`config.mk`:
```
export PLATFORM = sky130hd
export DESIGN_NAME = fifo_queue_with_pop_max_flat
export DESIGN_NICKNAME = d
export VERILOG_FILES = /design/src/rtl/fqpm_pkg.sv /design/src/rtl/fqpm_req_if.sv /design/src/rtl/fqpm_rsp_if.sv /design/src/rtl/fqpm_ram.sv /design/src/rtl/fqpm_seq.sv /design/src/rtl/fifo_queue_with_pop_max.sv /design/src/flat_wrapper.sv
export SDC_FILE = /design/constraint.sdc
export NUM_CORES = 1
export LEC_CHECK = 0
export BUFFER_PORTS_ARGS = -buffer_cell sky130_fd_sc_hd__buf_4
export CORE_UTILIZATION = 45
export CTS_CLUSTER_SIZE = 8
export DETAILED_ROUTE_END_ITERATION = 8
export REMOVE_ABC_BUFFERS = 1
export SETUP_SLACK_MARGIN = 0.4
export SLEW_MARGIN = 20
export SYNTH_ARGS = -nofsm -noshare
export SYNTH_HDL_FRONTEND = slang
export SYNTH_SLANG_ARGS = --single-unit
```
`constraint.sdc`:
```
create_clock -name i_clk -period 5.9 [get_ports i_clk]
set_input_delay 0.885 -clock i_clk [delete_from_list [all_inputs] [get_ports i_clk]]
set_output_delay 0.885 -clock i_clk [all_outputs]
set_load 0.005 [all_outputs]
```
`src/rtl/fqpm_pkg.sv`:
```
`default_nettype none

package fqpm_pkg;

    // Queue geometry
    localparam int DEPTH  = 16;
    localparam int DATA_W = 32;
    localparam int ADDR_W = (DEPTH > 1) ? $clog2(DEPTH) : 1;
    localparam int CNT_W  = $clog2(DEPTH + 1);

    typedef enum logic [1:0] {
        ACT_ENQ = 2'd0,
        ACT_DEQ = 2'd1,
        ACT_MAX = 2'd2,
        ACT_CLR = 2'd3
    } t_action;

    typedef enum logic [1:0] {
        ST_OK    = 2'd0,
        ST_EMPTY = 2'd1,
        ST_FULL  = 2'd2
    } t_status;

    typedef enum logic [3:0] {
        S_IDLE,
        S_EXEC,
        S_DEQ_WAIT,
        S_SCAN,
        S_SHIFT,
        S_FRONT,
        S_BACK,
        S_BACK_WAIT,
        S_OUT
    } t_state;

    // Storage access command: one write and one read address
    typedef struct packed {
        logic              we;
        logic [ADDR_W-1:0] waddr;
        logic [DATA_W-1:0] wdata;
        logic [ADDR_W-1:0] raddr;
    } t_mem_cmd;

    // Circular slot position: base plus offset, wrapped at DEPTH
    function automatic logic [ADDR_W-1:0] wrap_add(input logic [ADDR_W-1:0] base,
                                                   input logic [ADDR_W-1:0] off);
        logic [ADDR_W:0] sum;
        sum = {1'b0, base} + {1'b0, off};
        if (sum >= (ADDR_W + 1)'(DEPTH)) begin
            sum = sum - (ADDR_W + 1)'(DEPTH);
        end
        return sum[ADDR_W-1:0];
    endfunction

endpackage

`default_nettype wire

```
`src/rtl/fqpm_req_if.sv`:
```
`default_nettype none

interface fqpm_req_if;
    import fqpm_pkg::*;

    logic                     valid;
    logic                     ready;
    t_action                  action;
    logic signed [DATA_W-1:0] value;

    modport source (output valid, output action, output value, input ready);
    modport sink (input valid, input action, input value, output ready);
endinterface

`default_nettype wire

```
`src/rtl/fqpm_rsp_if.sv`:
```
`default_nettype none

interface fqpm_rsp_if;
    import fqpm_pkg::*;

    logic                     valid;
    logic                     ready;
    logic signed [DATA_W-1:0] removed_value;
    t_status                  status;
    logic [CNT_W-1:0]         count;
    logic signed [DATA_W-1:0] front_value;
    logic signed [DATA_W-1:0] back_value;
    logic                     is_empty;

    modport source (output valid, output removed_value, output status, output count,
                    output front_value, output back_value, output is_empty,
                    input ready);
    modport sink (input valid, input removed_value, input status, input count,
                  input front_value, input back_value, input is_empty,
                  output ready);
endinterface

`default_nettype wire

```
`src/rtl/fqpm_ram.sv`:
```
`default_nettype none

module fqpm_ram (
    input  wire logic                      i_clk,
    input  wire fqpm_pkg::t_mem_cmd        i_cmd,
    output logic [fqpm_pkg::DATA_W-1:0]    o_rdata
);
    import fqpm_pkg::*;

    logic [DATA_W-1:0] r_mem [DEPTH];

    // Write one slot, read one slot with registered data
    always_ff @(posedge i_clk) begin
        if (i_cmd.we) begin
            r_mem[i_cmd.waddr] <= i_cmd.wdata;
        end
        o_rdata <= r_mem[i_cmd.raddr];
    end

endmodule

`default_nettype wire

```
`src/rtl/fqpm_seq.sv`:
```
`default_nettype none

module fqpm_seq (
    input  wire logic                   i_clk,
    input  wire logic                   i_rst_n,
    fqpm_req_if.sink                    i_req,
    fqpm_rsp_if.source                  o_rsp,
    output fqpm_pkg::t_mem_cmd          o_mem_cmd,
    input  wire logic [fqpm_pkg::DATA_W-1:0] i_mem_rdata
);
    import fqpm_pkg::*;

    t_state                   r_state,    n_state;
    t_action                  r_action,   n_action;
    logic [DATA_W-1:0]        r_value,    n_value;
    logic [ADDR_W-1:0]        r_head,     n_head;
    logic [CNT_W-1:0]         r_count,    n_count;
    logic [CNT_W-1:0]         r_k,        n_k;
    logic                     r_rd_vld,   n_rd_vld;
    logic [ADDR_W-1:0]        r_rd_off,   n_rd_off;
    logic [ADDR_W-1:0]        r_best_off, n_best_off;
    logic signed [DATA_W-1:0] r_best_val, n_best_val;
    logic [DATA_W-1:0]        r_removed,  n_removed;
    t_status                  r_status,   n_status;
    logic [DATA_W-1:0]        r_front,    n_front;
    logic [DATA_W-1:0]        r_back,     n_back;

    logic                     in_ready;
    logic                     rd_hit_max;
    logic signed [DATA_W-1:0] rd_data_s;

    assign in_ready  = (r_state == S_IDLE);
    assign rd_data_s = $signed(i_mem_rdata);

    // Shared comparator: first entry seeds the maximum, strictly larger replaces it
    assign rd_hit_max = (r_rd_off == '0) || (rd_data_s > r_best_val);

    // Control registers
    always_ff @(posedge i_clk) begin
        if (!i_rst_n) begin
            r_state  <= S_IDLE;
            r_head   <= '0;
            r_count  <= '0;
            r_rd_vld <= 1'b0;
        end else begin
            r_state  <= n_state;
            r_head   <= n_head;
            r_count  <= n_count;
            r_rd_vld <= n_rd_vld;
        end
    end

    // Payload and scratch registers
    always_ff @(posedge i_clk) begin
        r_action   <= n_action;
        r_value    <= n_value;
        r_k        <= n_k;
        r_rd_off   <= n_rd_off;
        r_best_off <= n_best_off;
        r_best_val <= n_best_val;
        r_removed  <= n_removed;
        r_status   <= n_status;
        r_front    <= n_front;
        r_back     <= n_back;
    end

    // Sequencer: next state, storage access and result capture
    always_comb begin
        n_state    = r_state;
        n_action   = r_action;
        n_value    = r_value;
        n_head     = r_head;
        n_count    = r_count;
        n_k        = r_k;
        n_rd_vld   = 1'b0;
        n_rd_off   = r_rd_off;
        n_best_off = r_best_off;
        n_best_val = r_best_val;
        n_removed  = r_removed;
        n_status   = r_status;
        n_front    = r_front;
        n_back     = r_back;

        o_mem_cmd.we    = 1'b0;
        o_mem_cmd.waddr = r_head;
        o_mem_cmd.wdata = r_value;
        o_mem_cmd.raddr = r_head;

        case (r_state)
            S_IDLE: begin
                if (i_req.valid) begin
                    n_action = i_req.action;
                    n_value  = i_req.value;
                    n_state  = S_EXEC;
                end
            end

            S_EXEC: begin
                n_removed = '0;
                n_status  = ST_OK;
                n_state   = S_FRONT;
                case (r_action)
                    ACT_ENQ: begin
                        if (r_count >= CNT_W'(DEPTH)) begin
                            n_status = ST_FULL;
                        end else begin
                            o_mem_cmd.we    = 1'b1;
                            o_mem_cmd.waddr = wrap_add(r_head, r_count[ADDR_W-1:0]);
                            n_count         = r_count + CNT_W'(1);
                        end
                    end
                    ACT_DEQ: begin
                        if (r_count == '0) begin
                            n_status = ST_EMPTY;
                        end else begin
                            o_mem_cmd.raddr = r_head;
                            n_rd_vld        = 1'b1;
                            n_rd_off        = '0;
                            n_state         = S_DEQ_WAIT;
                        end
                    end
                    ACT_MAX: begin
                        if (r_count == '0) begin
                            n_status = ST_EMPTY;
                        end else begin
                            n_k     = '0;
                            n_state = S_SCAN;
                        end
                    end
                    ACT_CLR: begin
                        n_head  = '0;
                        n_count = '0;
                    end
                    default: begin
                        n_state = S_FRONT;
                    end
                endcase
            end

            S_DEQ_WAIT: begin
                n_removed = i_mem_rdata;
                n_head    = wrap_add(r_head, ADDR_W'(1));
                n_count   = r_count - CNT_W'(1);
                n_state   = S_FRONT;
            end

            // Stream all entries through the comparator, one read a cycle
            S_SCAN: begin
                if (r_k < r_count) begin
                    o_mem_cmd.raddr = wrap_add(r_head, r_k[ADDR_W-1:0]);
                    n_rd_vld        = 1'b1;
                    n_rd_off        = r_k[ADDR_W-1:0];
                    n_k             = r_k + CNT_W'(1);
                end
                if (r_rd_vld && rd_hit_max) begin
                    n_best_val = rd_data_s;
                    n_best_off = r_rd_off;
                end
                if ((r_k == r_count) && !r_rd_vld) begin
                    n_removed = r_best_val;
                    n_k       = CNT_W'(r_best_off) + CNT_W'(1);
                    n_state   = S_SHIFT;
                end
            end

            // Move each later entry one slot toward the front
            S_SHIFT: begin
                if (r_k < r_count) begin
                    o_mem_cmd.raddr = wrap_add(r_head, r_k[ADDR_W-1:0]);
                    n_rd_vld        = 1'b1;
                    n_rd_off        = r_k[ADDR_W-1:0];
                    n_k             = r_k + CNT_W'(1);
                end
                if (r_rd_vld) begin
                    o_mem_cmd.we    = 1'b1;
                    o_mem_cmd.waddr = wrap_add(r_head, r_rd_off - ADDR_W'(1));
                    o_mem_cmd.wdata = i_mem_rdata;
                end
                if ((r_k == r_count) && !r_rd_vld) begin
                    n_count = r_count - CNT_W'(1);
                    n_state = S_FRONT;
                end
            end

            S_FRONT: begin
                if (r_count == '0) begin
                    n_front = '0;
                    n_back  = '0;
                    n_state = S_OUT;
                end else begin
                    o_mem_cmd.raddr = r_head;
                    n_rd_vld        = 1'b1;
                    n_rd_off        = '0;
                    n_state         = S_BACK;
                end
            end

            S_BACK: begin
                n_front         = i_mem_rdata;
                n_rd_off        = ADDR_W'(r_count - CNT_W'(1));
                o_mem_cmd.raddr = wrap_add(r_head, n_rd_off);
                n_rd_vld        = 1'b1;
                n_state         = S_BACK_WAIT;
            end

            S_BACK_WAIT: begin
                n_back  = i_mem_rdata;
                n_state = S_OUT;
            end

            // Hold the result until taken
            S_OUT: begin
                if (o_rsp.ready) begin
                    n_state = S_IDLE;
                end
            end

            default: begin
                n_state = S_IDLE;
            end
        endcase
    end

    assign i_req.ready         = in_ready;
    assign o_rsp.valid         = (r_state == S_OUT);
    assign o_rsp.removed_value = r_removed;
    assign o_rsp.status        = r_status;
    assign o_rsp.count         = r_count;
    assign o_rsp.front_value   = r_front;
    assign o_rsp.back_value    = r_back;
    assign o_rsp.is_empty      = (r_count == '0);

    // Checks
    a_count_bound: assert property (@(posedge i_clk) disable iff (!i_rst_n)
        r_count <= CNT_W'(DEPTH))
        else $error("stored count exceeds depth");

    a_one_side: assert property (@(posedge i_clk) disable iff (!i_rst_n)
        !(in_ready && o_rsp.valid))
        else $error("ready for an item while a result is pending");

    a_busy_after_accept: assert property (@(posedge i_clk) disable iff (!i_rst_n)
        (i_req.valid && in_ready) |=> !in_ready)
        else $error("accepted a second item without finishing the first");

    a_full_count: assert property (@(posedge i_clk) disable iff (!i_rst_n)
        (o_rsp.valid && (r_status == ST_FULL)) |-> (r_count == CNT_W'(DEPTH)))
        else $error("full status with room left");

    a_empty_result: assert property (@(posedge i_clk) disable iff (!i_rst_n)
        (o_rsp.valid && (r_status == ST_EMPTY)) |-> ((r_count == '0) && (r_removed == '0)))
        else $error("empty status with stored values or a removed value");

endmodule

`default_nettype wire

```
`src/rtl/fifo_queue_with_pop_max.sv`:
```
// Channel  | Dir | Handshake   | Payload
// i_req    | in  | valid/ready | action, value
// o_rsp    | out | valid/ready | removed_value, status, count, front_value,
//          |     |             | back_value, is_empty
//
// One item at a time; i_req.ready is high only while idle.
// Each action runs in S_EXEC; the front and back values are then read before the
// result is valid. Remove-maximum first streams every entry through the single
// comparator, one storage read per cycle, then closes the gap with one read and one
// write per cycle. The block is idle again in the cycle after the result is taken.
// A pending result holds until o_rsp.ready; i_rst_n empties the queue.
`default_nettype none

module fifo_queue_with_pop_max (
    input  wire logic  i_clk,
    input  wire logic  i_rst_n,
    fqpm_req_if.sink   i_req,
    fqpm_rsp_if.source o_rsp
);
    import fqpm_pkg::*;

    t_mem_cmd          mem_cmd;
    logic [DATA_W-1:0] mem_rdata;

    // Sequencer with shared comparator
    fqpm_seq u_seq (
        .i_clk       (i_clk),
        .i_rst_n     (i_rst_n),
        .i_req       (i_req),
        .o_rsp       (o_rsp),
        .o_mem_cmd   (mem_cmd),
        .i_mem_rdata (mem_rdata)
    );

    // Slot storage
    fqpm_ram u_ram (
        .i_clk   (i_clk),
        .i_cmd   (mem_cmd),
        .o_rdata (mem_rdata)
    );

endmodule

`default_nettype wire
```
`src/flat_wrapper.sv`:
```
// flat-port wrapper written by rule: the top's interface ports become plain ports
module fifo_queue_with_pop_max_flat import fqpm_pkg::*;
  (i_clk, i_rst_n, i_req_valid, i_req_action, i_req_value, i_req_ready, o_rsp_valid, o_rsp_removed_value, o_rsp_status, o_rsp_count, o_rsp_front_value, o_rsp_back_value, o_rsp_is_empty, o_rsp_ready);
  fqpm_req_if i_req_i ();
  fqpm_rsp_if o_rsp_i ();
  input  wire logic i_clk;
  input  wire logic i_rst_n;
  input wire logic [$bits(i_req_i.valid)-1:0] i_req_valid;
  input wire logic [$bits(i_req_i.action)-1:0] i_req_action;
  input wire logic [$bits(i_req_i.value)-1:0] i_req_value;
  output wire logic [$bits(i_req_i.ready)-1:0] i_req_ready;
  output wire logic [$bits(o_rsp_i.valid)-1:0] o_rsp_valid;
  output wire logic [$bits(o_rsp_i.removed_value)-1:0] o_rsp_removed_value;
  output wire logic [$bits(o_rsp_i.status)-1:0] o_rsp_status;
  output wire logic [$bits(o_rsp_i.count)-1:0] o_rsp_count;
  output wire logic [$bits(o_rsp_i.front_value)-1:0] o_rsp_front_value;
  output wire logic [$bits(o_rsp_i.back_value)-1:0] o_rsp_back_value;
  output wire logic [$bits(o_rsp_i.is_empty)-1:0] o_rsp_is_empty;
  input wire logic [$bits(o_rsp_i.ready)-1:0] o_rsp_ready;
  assign i_req_i.valid = i_req_valid;
  assign i_req_i.action = i_req_action;
  assign i_req_i.value = i_req_value;
  assign i_req_ready = i_req_i.ready;
  assign o_rsp_valid = o_rsp_i.valid;
  assign o_rsp_removed_value = o_rsp_i.removed_value;
  assign o_rsp_status = o_rsp_i.status;
  assign o_rsp_count = o_rsp_i.count;
  assign o_rsp_front_value = o_rsp_i.front_value;
  assign o_rsp_back_value = o_rsp_i.back_value;
  assign o_rsp_is_empty = o_rsp_i.is_empty;
  assign o_rsp_i.ready = o_rsp_ready;
  fifo_queue_with_pop_max u_core (.i_clk(i_clk), .i_rst_n(i_rst_n), .i_req(i_req_i), .o_rsp(o_rsp_i));
endmodule
```
## Word level (Yosys, flattened, before mapping)

Memory sizes are Yosys's and may differ from the RTL's. A register that Yosys moved wholly into a read port is not among the register bits.
Cells that the tools add are included.

| storage, ports and cells | value |
|---|---|
| register bits | 191 |
| bits in writable memories | 512 |
| logic and storage cells | 139 |
| memories kept | 1 |
| output and inout bits | 106 |

| operators by class | value |
|---|---|
| equal/unequal tests | 24 |
| muxes and demuxes | 50 |
| order comparisons | 8 |
| reduce and logical (&&, ||, !) cells | 27 |
| $add $sub $neg | 15 |

Memory list:

| name | words | bits a word | read ports | clocked after Yosys merged registers in | wr ports | line | source |
|---|---|---|---|---|---|---|---|
| u_core.u_ram.r_mem | 16 | 32 | 1 | 1 | 1 | fqpm_ram.sv:10 | `logic [DATA_W-1:0] r_mem [DEPTH];` |

Operators by type and width:

| cell | number |
|---|---|
| case mux 32 bit (2 select lines) | 2 |
| 2-to-1 mux 32 bit | 3 |
| case mux 32 bit (3 select lines) | 1 |
| 2-to-1 mux 4 bit | 15 |
| 2-to-1 mux 5 bit | 8 |
| 2-to-1 mux 37 bit | 1 |
| case mux 4 bit (9 select lines) | 1 |
| greater-than comparator 32 bit | 1 |
| >= comparator 5 bit (second input constant) | 6 |
| case mux 5 bit (3 select lines) | 2 |
| subtractor 4 x 1 -> 4 bit (second input constant) | 6 |
| adder 4 x 4 -> 5 bit | 4 |
| case mux 5 bit (2 select lines) | 2 |
| == test 4 x 3 -> 1 bit (second input constant) | 4 |
| case mux 4 bit (2 select lines) | 2 |
| case mux 4 bit (4 select lines) | 1 |
| AND reduction 2 bit | 6 |
| adder 4 x 1 -> 5 bit (second input constant) | 2 |
| adder 5 x 1 -> 5 bit (second input constant) | 2 |
| != test 2 x 1 -> 1 bit (second input constant) | 5 |
| != test 2 bit (second input constant) | 5 |
| nonzero test 3 bit | 3 |
| == test 4 x 2 -> 1 bit (second input constant) | 2 |
| zero test 4 bit | 2 |
| 25 further kinds | 38 |

## Depth between registers and ports, before layout

Gate-level depths: netlist of the first run.

| logic depth | value |
|---|---|
| depth after elaboration | 8 |
| gate-level depth with buffers | 14 |
| depth with buffers taken out | 11 |

## By module

From an unflattened synthesis of the first run, not the netlist that was laid out.

| unflattened totals | value |
|---|---|
| cell total of the unflattened synthesis | 1,553 |
| area, all modules | 29,186.7 um2 |

By module, submodules not included:

| module | cells an instance | times used | area each (um2) | seq. area each (um2) |
|---|---|---|---|---|
| fqpm_ram | 838 | 1 | 19,835.3 | 16,015.4 |
| fqpm_seq | 715 | 1 | 9,351.5 | 5,595.4 |

## Worst setup path after synthesis of the first run

Ideal clock, no wire load.

| path | value |
|---|---|
| path type | register to register |
| from | reg u_core.u_seq.r_count[2] (netlist: u_core.u_seq.o_rsp.count[2]) |
| to | reg u_core.u_seq.r_removed[0] (netlist: u_core.u_seq.o_rsp.removed_value[0]) (enable) |
| setup slack | 0.381 ns |
| stages on the path, launching flop included | 8 |
| period minus slack after synthesis | 5.519 ns |
| data arrival time | 5.017 ns |
| setup time | 0.502 ns |
| path buffers | 1 |
| cell sequence | dfxtp_1 -> clkbuf_1 -> inv_1 -> ha_1 -> nand4_1 -> nor3b_1 -> nor2_1 -> nor4_1 |

| on the way | value |
|---|---|
| word-level cells in the longest chain between the ends | 4 |

RTL lines:

| item | line | source |
|---|---|---|
| from (decl) | fqpm_seq.sv:17 | `logic [CNT_W-1:0] r_count, n_count;` |
| from (signal assigned) | fqpm_seq.sv:48 | `r_count <= n_count;` |
| == test 5 bit | fqpm_seq.sv:159 | `if ((r_k == r_count) && !r_rd_vld) begin` |
| logical AND 1 bit | fqpm_seq.sv:159 |  |
| != test 2 bit (no line) | - |  |
| AND reduction 2 bit (no line) | - |  |
| to (signal assigned) | fqpm_seq.sv:61 | `r_removed <= n_removed;` |
| to (decl) | fqpm_seq.sv:23 | `logic [DATA_W-1:0] r_removed, n_removed;` |

No other way between the ends.
A chain may end at the register's enable or synchronous reset.

## Worst setup path after layout of the first run

| path | value |
|---|---|
| from | reg u_core.u_seq.r_state[2] |
| to | mem u_core.u_ram.r_mem[15][7] (enable) |

| on the way | value |
|---|---|
| word-level cells in the longest chain between the ends | 4 |
| elaborated cells on any way between the ends | 5 |

RTL lines:

| item | line | source |
|---|---|---|
| from (decl) | fqpm_seq.sv:13 | `t_state r_state, n_state;` |
| from (signal assigned) | fqpm_seq.sv:46 | `r_state <= n_state;` |
| == test 4 x 3 -> 1 bit / == test 4 x 1 -> 1 bit (equally long branches) | fqpm_seq.sv:89 | `case (r_state)` |
| case mux 5 bit (2 select lines) * | fqpm_seq.sv:89 |  |
| 2-to-1 mux 1 bit | fqpm_ram.sv:14 | `if (i_cmd.we) begin` |
| 2-to-1 mux 1 bit (implied by the code) | fqpm_ram.sv:15 | `r_mem[i_cmd.waddr] <= i_cmd.wdata;` |
| to (decl) | fqpm_ram.sv:10 |  |

Every way passes the cells marked *; elsewhere a longest branch is shown, timed or not.

==> impl_results.md, run 1 <==
- Layout area overhead: 16.9%
- Largest cells by area after synthesis: edfxtp_1, nand2_1, dfxtp_1
- Status: finished, final reports clean
- Final slew viol count: 0
- GRT overflow: 0
- Max incr delay on CP: 750 ps
- Cells along the critical path: nor4b_4, nand2_2, o22ai_1, xor2_1, nand2_1, nor2_4, buf_4
- Die ar.: 69400 um2
- First-pass GRT wire length: 122000 um
- Largest fanout on the critical path: 20
- Routed length per instance: 24.8 um
- Setup bufs post-CTS: 0
- CTS tree: built
- Post-Syn Area: 30800 um2
- Worst skew pair latency: 640 ps
- Final setup fails: 0
- RD Place Congestion: 0.848
- # port buffers: 143
- Critical path type: reg2reg
- All-Layer GR Usage: 23.3%
- 1st-iter DRT viols: 1818
- Initial antenna violation count: 1
- Gr busiest metal: met2
- Ys flop type: edfxtp_1
- Largest net degree at the start of global routing: 86
- M2 GR Usage: 37.5%
- # DRC: 0
- Worst clock skew: 35.4 ps
- Top cells by count, synth: edfxtp_1, nand2_1, clkbuf_1
- Site Rows: 95
- Ys Warns: 0
- Fillers: 5418
- Area leader, netlist: edfxtp_1
- Fin util: 53.3%
- Die height: 263 um
- Pwr dens: 416 nW/um2
- Worst min path class: in2reg
- CTS root buf: clkbuf_16
- DP HPWL: 49100 um
- WP data required: 6180 ps
- Layout cells sized above 1: 15.6%
- Clk slew on worst S/H paths: 50 ps
- Starting Density: 45.6%
- Footprint of the multi-input gates: 8540 um2
- Number of global-route vias before repair: 19.1k
- CTS resizes: 0
- Maxcap violations: 0
- Post-synth top area share: 67.3%
- Slew headroom: 27.2%
- Fin crit share: 73.3%
- CP arrival: 4610 ps
- EDFF count, synth: 689
- Core area: 67400 um2
- Vias per inst: 5.90
- Total CTS buffers: 101
- Fmax: 0.231 GHz
- Asr flop ratio synth: 0%
- Number of library cell types mapped by synthesis: 68
- FF+latch count, synth: 735
- Die Width: 263 um
- Peak supply drop: 0.233 mV
- Crit path launch type: flop
- CTS H-tree depth: 3
- Final net count: 2416
- Critical Path Slowest Stage Cell: nor2_4
- Average size of a mapped cell: 14.3 um2
- Sequential share of the synthesized area: 70.3%
- Synth Instances: 2158
- RSZ-0062 raised after global routing: false
- Slew @ Worst Pin: 1090 ps
- Vias: 19.3k
- M3 GR Usage: 3.86%
- # hold bufs at CTS: 0
- Pleak: 0.0128 uW
- Top-Level Pins: 144
- Reg area: 21600 um2
- Worst Setup End Kind: flop
- Final Hold Vio Count: 0
- CTS Buffer Depth: 3
- Post-Route WL: 81100 um
- # diodes: 0
- First-pass DRT Iterations: 5
- Met1 GRT Util: 32.7%
- Antenna Nets Post-Route: 0
- DP Worst Slack: 1610 ps
- Count leader, synth: edfxtp_1
- Hold Slack: 419 ps
- Fin worst setup slack: 1570 ps
- Final Critical Period: 4330 ps
- Sink Count: 735
-- worst max-delay path: cells and delay by family, from the launching register on --
family          cells  cell delay, ps
compound gates      1             520
xor+xnor            1             270
flops               1             610
buf+inv             1             480
simple gates        4            2070
-- power breakdown --
| group | switching, uW | total [uW] | internal, uW |
|---|---|---|---|
| registers | 531 | 7020 | 6490 |
| logic | 1590 | 2520 | 926 |
| clock network | 2120 | 5420 | 3310 |
| total | 4240 | 15000 | 10700 |
-- state kept, by name (all words and copies together) (netlist names) --
| name | cells |
|---|---|
| u_core.u_seq.o_rsp.status | 2 |
| u_core.u_seq.r_rd_vld | 1 |
| u_core.u_seq.o_rsp.removed_value | 32 |
| u_core.u_seq.r_best_off | 4 |
| u_core.u_seq.r_state | 4 |
| u_core.u_seq.o_rsp.back_value | 32 |
| u_core.u_seq.r_value | 32 |
| u_core.u_seq.r_head | 4 |
| u_core.u_seq.o_rsp.count | 5 |
| u_core.u_ram.o_rdata | 32 |
| u_core.u_ram.r_mem | 512 |
| u_core.u_seq.r_action | 2 |
| u_core.u_seq.o_rsp.front_value | 32 |
| u_core.u_seq.r_best_val | 32 |
| u_core.u_seq.r_k | 5 |
| u_core.u_seq.r_rd_off | 4 |
-- cell families after synthesis --
logic type               after synthesis  share of synthesized area (%)
flip-flops                           735                           70.3
buffers and inverters                205                           2.72
adder cells (fa/ha/maj)               65                           2.74
XOR/XNOR                              21                          0.598
AND/OR/NAND/NOR                      571                           9.29
multiplexers                          66                           2.15
AO/OA/AOI/OAI                        495                           12.2
-- final timing paths --
check	from	endpoint	slack (ps)	cells after the start
max	u_core.u_seq.r_state[2]$_SDFFE_PN0P_	u_core.u_ram.r_mem[15][7]$_DFFE_PP_	1570	7
min	i_req_action[0]	u_core.u_seq.r_action[0]$_DFFE_PP_	420	1
max reg2reg	u_core.u_seq.r_state[2]$_SDFFE_PN0P_	u_core.u_ram.r_mem[15][7]$_DFFE_PP_	1570	7
min reg2reg	u_core.u_seq.r_rd_off[1]$_DFFE_PP_	u_core.u_seq.r_best_off[1]$_DFFE_PP_	480	0
-- final cells by class --
| cell class | count | share of cell area, % |
|---|---|---|
| tap | 873 | 3.04 |
| inverter | 57 | 0.595 |
| clock buffer | 186 | 8.16 |
| sequential | 735 | 60.1 |
| multi-input combinational | 1218 | 23.8 |
| clock inverter | 3 | 0.104 |
| timing repair buffer | 200 | 4.21 |
-- through the flow --
stage / total power (uW) / area [um2] / TNS, ps / std cells
4_1_cts: 15000 / 35900 / 0 / 3272
3_3_place_gp: 9580 / 33000 / 0 / 3083
6_report: 15000 / 35900 / 0 / 3272
3_5_place_dp: 9630 / 33000 / 0 / 3083
2_1_floorplan: 8340 / 30100 / -113040 / 2010
5_1_grt: 15500 / 35900 / 0 / 3272
-- routing by layer --
| metal | share of wire, % | up-vias | wire, um |
|---|---|---|---|
| li1 | - | 8696 | - |
| met1 | 44 | 9696 | 35400 |
| met2 | 47 | 778 | 38300 |
| met3 | 7.0 | 143 | 5640 |
| met4 | 2.1 | 0 | 1730 |
| met5 | 0 | - | 0 |
-- placed cells by master (no fill, tap or decap), types with 5 or more instances in the layout --
master,Yosys,routed
a211oi_1,69,69
a21boi_0,64,64
a21o_1,12,12
a21oi_1,90,90
a221oi_1,67,67
and2_1,66,65
and3_1,100,100
buf_4,1,199
clkbuf_1,121,81
clkbuf_16,0,105
dfxtp_1,46,46
edfxtp_1,689,689
ha_1,61,61
inv_1,57,57
mux2i_1,65,65
nand2_1,255,253
nand2b_1,6,6
nand3_1,16,15
nand4_1,10,10
nor2_1,45,24
nor2_4,0,18
nor2b_1,7,7
nor3_1,5,5
o21ai_0,51,51
o22ai_1,13,13
o32ai_1,76,76
o32ai_2,20,20
or3_1,35,35
xnor2_1,14,14
xor2_1,7,7
No activity file was read; power rests on OpenSTA's default activity.
==> run 2, diff against run 1 <==
==> constraint.sdc (replaced) <==
create_clock -name i_clk -period 4.3 [get_ports i_clk]
set_input_delay 0.645 -clock i_clk [delete_from_list [all_inputs] [get_ports i_clk]]
set_output_delay 0.645 -clock i_clk [all_outputs]
set_load 0.005 [all_outputs]
==> impl_results.md, run 2 (same netlist as run 1, synthesis figures left out) <==
- Final net count: 2449
- Worst min path class: in2reg
- First-pass DRT Iterations: 6
- Pwr dens: 565 nW/um2
- Top-Level Pins: 144
- Worst path bufs/invs: 2
- Worst Setup End Kind: flop
- Critical path type: reg2reg
- Core area: 67400 um2
- CTS H-tree depth: 3
- Worst clock skew: 39.6 ps
- Antenna Nets Post-Route: 0
- Status: finished, final reports clean
- Final Critical Period: 3700 ps
- Reg with most FFs: u_core.u_ram.r_mem
- Vias per inst: 5.85
- Placed Instances: 3114
- R2R Setup Slk: 600 ps
- Largest net degree at the start of global routing: 81
- Fin crit share: 86.0%
- Critical Path Slowest Stage Cell: buf_4
- DP Worst Slack: 588 ps
- Routed length per instance: 24.3 um
- Final slew viol count: 0
- Vias: 19.3k
- Final Hold Vio Count: 0
- Cell Area, Placed: 33500 um2
- Initial antenna violation count: 1
- Cells along the critical path: inv_1, ha_1, a211oi_2, o221ai_4, o211ai_4, buf_4, a21boi_0, o32ai_1, o32ai_1, or3_1
- Fin worst setup slack: 601 ps
- Slew @ Worst Pin: 1070 ps
- Worst skew pair latency: 670 ps
- All-Layer GR Usage: 22.9%
- RSZ-0062 raised after global routing: false
- Site Rows: 95
- Fmax: 0.270 GHz
- Final instance area: 36600 um2
- GRT overflow: 0
- Max incr delay on CP: 510 ps
- WP data required: 4820 ps
- RD Place Congestion: 0.877
- Crit path launch type: flop
- Die Width: 263 um
- Largest fanout on the critical path: 58
- # diodes: 0
- Die height: 263 um
- Total CTS buffers: 101
- # DRC: 0
- CTS Buffer Depth: 3
- Total negative slack: 0 ps
- CP arrival: 4220 ps
- Maxcap violations: 0
- Crit-path most repeated cell: o32ai_1
- Sink Count: 735
- Number of global-route vias before repair: 18.8k
- Die ar.: 69400 um2
- # port buffers: 143
- CTS tree: built
- Layout cells sized above 1: 16.8%
- Peak supply drop: 0.303 mV
- DP HPWL: 48400 um
- Slew headroom: 28.4%
- Commonest non-fill, non-tap cells in the layout: edfxtp_1, nand2_1, buf_4, clkbuf_16, and3_1
- First-pass GRT wire length: 119000 um
- CTS root buf: clkbuf_16
- Post-Route WL: 80100 um
- Cell Count, Final, Fillers Out: 3297
- Layout area overhead: 18.9%
- Commonest non-fill, non-tap cell in the layout: edfxtp_1
- Final setup fails: 0
- Max FFs per register: 512
- Crit-path leading delay family: compound AO/OA/AOI/OAI gates
- Clk slew on worst S/H paths: 60 ps
- Pleak: 0.0131 uW
- Starting Density: 45.6%
- 1st-iter DRT viols: 2090
## run 2: changes by cell type in the layout (fill, tap and decap cells not counted), sizes merged
cell,before,now
clkinv,0,5
inv,60,57
clkbuf,186,176
buf,200,233
## run 2: through the flow
stage               power [uW]  hold WS, ps  utilization [%]
floorplan                11400          408                -
global placement         13200          477             49.7
detailed placement       13300          482             49.7
CTS                      20800          114             54.2
global route             21500          134             54.2
finish                   20700          155             54.2
## run 2: cell type report
class	instances	area [um2]
Clock buffer	176	2850
Clock inverter	5	136
Fill cell	5385	30800
Inverter	57	214
Multi-Input combinational cell	1218	8550
Sequential cell	735	21600
Tap cell	873	1090
Timing Repair Buffer	233	2100
## run 2: worst paths after layout
path | to | start | cells after the start
hold / removal | u_core.u_seq.r_value[14]$_DFFE_PP_ | i_req_value[14] | 1
hold reg to reg | u_core.u_seq.r_best_off[0]$_DFFE_PP_ | u_core.u_seq.r_rd_off[0]$_DFFE_PP_ | 0
setup reg to reg | u_core.u_ram.o_rdata[6]$_DFF_P_ | u_core.u_seq.o_rsp.count[1]$_SDFFE_PN0P_ | 10
setup / recovery | u_core.u_ram.o_rdata[6]$_DFF_P_ | u_core.u_seq.o_rsp.count[1]$_SDFFE_PN0P_ | 10
## run 2: power by group
group | total [uW] | switching, uW | internal, uW
sequential | 9520 | 619 | 8900
combinational | 3730 | 2330 | 1400
clock | 7410 | 2950 | 4460
## run 2: timing repair
item                       CTS  global route
buffers inserted             0             2
gates resized for setup      0             2
setup endpoints to repair    0            21
hold buffers                 0             0
## run 2: metal layers
layer	global-route usage, %	share of wire (%)	vias to the layer above
met5	0	0	-
met4	7.76	2.5	0
met3	4.91	7.2	137
met2	36.4	47	710
met1	31.3	43	9675
li1	-	-	8770
==> run 3, diff against run 2 <==
--- a/config.mk
+++ b/config.mk
@@ -6,9 +6,12 @@
 export NUM_CORES = 1
 export LEC_CHECK = 0
 export BUFFER_PORTS_ARGS = -buffer_cell sky130_fd_sc_hd__buf_4
-export CORE_UTILIZATION = 45
+export CELL_PAD_IN_SITES_DETAIL_PLACEMENT = 2
+export CELL_PAD_IN_SITES_GLOBAL_PLACEMENT = 2
+export CORE_UTILIZATION = 44
 export CTS_CLUSTER_SIZE = 8
 export DETAILED_ROUTE_END_ITERATION = 8
+export PLACE_DENSITY_LB_ADDON = 0.1
 export REMOVE_ABC_BUFFERS = 1
 export SETUP_SLACK_MARGIN = 0.4
 export SLEW_MARGIN = 20
==> impl_results.md, run 3 (same netlist as run 1, synthesis figures left out) <==
- Critical Path Slowest Stage Cell: or4_1
- Layout area overhead: 19.2%
- Vias per inst: 6.06
- Net Switching: 6350 uW
- Final setup fails: 0
- Pwr dens: 580 nW/um2
- First-pass GRT wire length: 149000 um
- All-Layer GR Usage: 28.7%
- Vias: 20.4k
- Max FFs per register: 512
- Critical path type: reg2reg
- Core area: 68800 um2
- Slew headroom: 30.8%
- Switching share of total power: 29.9%
- Clk network pwr share: 35.5%
- Die ar.: 71000 um2
- # hold bufs at CTS: 0
- Antenna Nets Post-Route: 0
- Crit. Startpoint: u_core.u_seq.o_rsp.count[3]$_SDFFE_PN0P_
- Hold path startpoint: i_req_value[3]
- CTS Buffer Depth: 3
- Worst Setup End Kind: flop
- Sink Count: 735
- Status: finished, final reports clean
- Final Critical Period: 3720 ps
- # port buffers: 143
- Cell Count, Final, Fillers Out: 3363
- # DRC: 0
- Largest net degree at the start of global routing: 67
- Logic pwr share: 19.7%
- Largest fanout on the critical path: 32
- Worst R2R Start: u_core.u_seq.o_rsp.count[3]$_SDFFE_PN0P_
- Maxcap violations: 0
- Worst R2R End: u_core.u_ram.o_rdata[18]$_DFF_P_
- Die height: 266 um
- Routed length per instance: 30.4 um
- Pleak: 0.0131 uW
- CTS root buf: clkbuf_16
- Total negative slack: 0 ps
- RD Place Congestion: 0.820
- 1st-iter DRT viols: 1453
- Reg with most FFs: u_core.u_ram.r_mem
- PnR Total Power: 21300 uW
- CP arrival: 4220 ps
- Max incr delay on CP: 630 ps
- Final instance area: 36700 um2
- Reg2reg path depth: 10
- Cells along the critical path: inv_1, ha_1, nand4_1, o221ai_4, nor4_2, or4_1, nand3_1, buf_12, o32ai_1, or3_1
- RSZ-0062 raised after global routing: false
- CTS H-tree depth: 3
- Commonest non-fill, non-tap cells in the layout: edfxtp_1, nand2_1, buf_4, clkbuf_16, and3_1
- Layout cells sized above 1: 17.3%
- Footprint of the multi-input gates: 8590 um2
- Total CTS buffers: 102
- Fmax: 0.269 GHz
- Worst setup path end: u_core.u_ram.o_rdata[18]$_DFF_P_
- Number of global-route vias before repair: 22.4k
- Placed Instances: 3172
- DP HPWL: 61200 um
- First-pass DRT Iterations: 5
- Fin crit share: 86.5%
- GRT overflow: 0
- Final Hold Vio Count: 0
- Die Width: 266 um
- Power Internal: 14900 uW
- WP data required: 4800 ps
- Cell Area, Placed: 33600 um2
- Seq pwr share: 44.8%
- DP Worst Slack: 313 ps
- Worst clock skew: 24.0 ps
- Clk slew on worst S/H paths: 50 ps
- CTS tree: built
- Commonest non-fill, non-tap cell in the layout: edfxtp_1
- Slew @ Worst Pin: 1040 ps
- Site Rows: 96
- Post-Route WL: 102000 um
- Reg area: 21600 um2
- Worst skew pair latency: 650 ps
- Fin worst setup slack: 581 ps
- Crit path launch type: flop
- Final net count: 2455
- Final slew viol count: 0
- Starting Density: 44.7%
- Top-Level Pins: 144
- Initial antenna violation count: 4
- Peak supply drop: 0.375 mV
- R2R Setup Slk: 580 ps
- Fillers: 6299
- Worst min path class: in2reg
-- run 3: changes by cell type in the layout (fill, tap and decap cells not counted), sizes merged, moves of 3 or more --
cell,before,now
inv,57,60
clkinv,5,2
buf,233,237
diode,0,3
-- run 3: cell type report --
type,count,area share [%]
antenna,3,0.0205
clock buffer,175,7.82
timing repair buffer,237,5.80
clock inverter,6,0.212
inverter,57,0.583
multi-input combinational,1219,23.4
sequential,735,58.9
tap,931,3.18
-- run 3: worst min path at each step --
stage,cells past startpoint,slack (ps),end
global route,1,150,u_core.u_seq.r_value[10]$_DFFE_PP_
floorplan,0,410,u_core.u_seq.r_best_val[0]$_DFFE_PP_
detailed placement,0,480,u_core.u_seq.r_best_off[1]$_DFFE_PP_
finish,1,170,u_core.u_seq.r_value[3]$_DFFE_PP_
CTS,1,140,u_core.u_seq.r_value[3]$_DFFE_PP_
global placement,0,470,u_core.u_seq.r_best_off[1]$_DFFE_PP_
-- run 3: critical path, delay by kind of cell, from the launching register on --
family,cells,cell delay (ps)
adders and majority gates,1,360
AOI/OAI and AO/OA,2,650
and+or+nand+nor,5,1630
DFF,1,480
buffers and inverters,2,470
-- run 3: metrics by stage --
stage,hold WS [ps],utilization [%]
final,172,53.3
after CTS,136,53.1
after global routing,146,53.3
after global placement,472,48.8
after floorplan,408,-
after detailed placement,483,48.8
-- run 3: power by group through the flow --
stage                     combinational (uW)  sequential [uW]  clock, uW
after floorplan                         2080             9370          0
after global placement                  3800             9600          0
after detailed placement                4050             9630          0
after CTS                               4140             9510       7650
after global routing                    4500             9560       7890
final                                   4200             9510       7550
-- run 3: repair_timing --
item	in CTS	in global routing
cloned	0	1
setup buffers	2	4
setup endpoints to repair	18	94
gates resized for setup	1	11
pin swaps	1	3
-- run 3: per-layer routing --
metal	wire length, um	GRT usage, %
met5	13	0
met4	2580	8.43
met3	6020	4.80
met2	50800	49.1
met1	42800	37.4
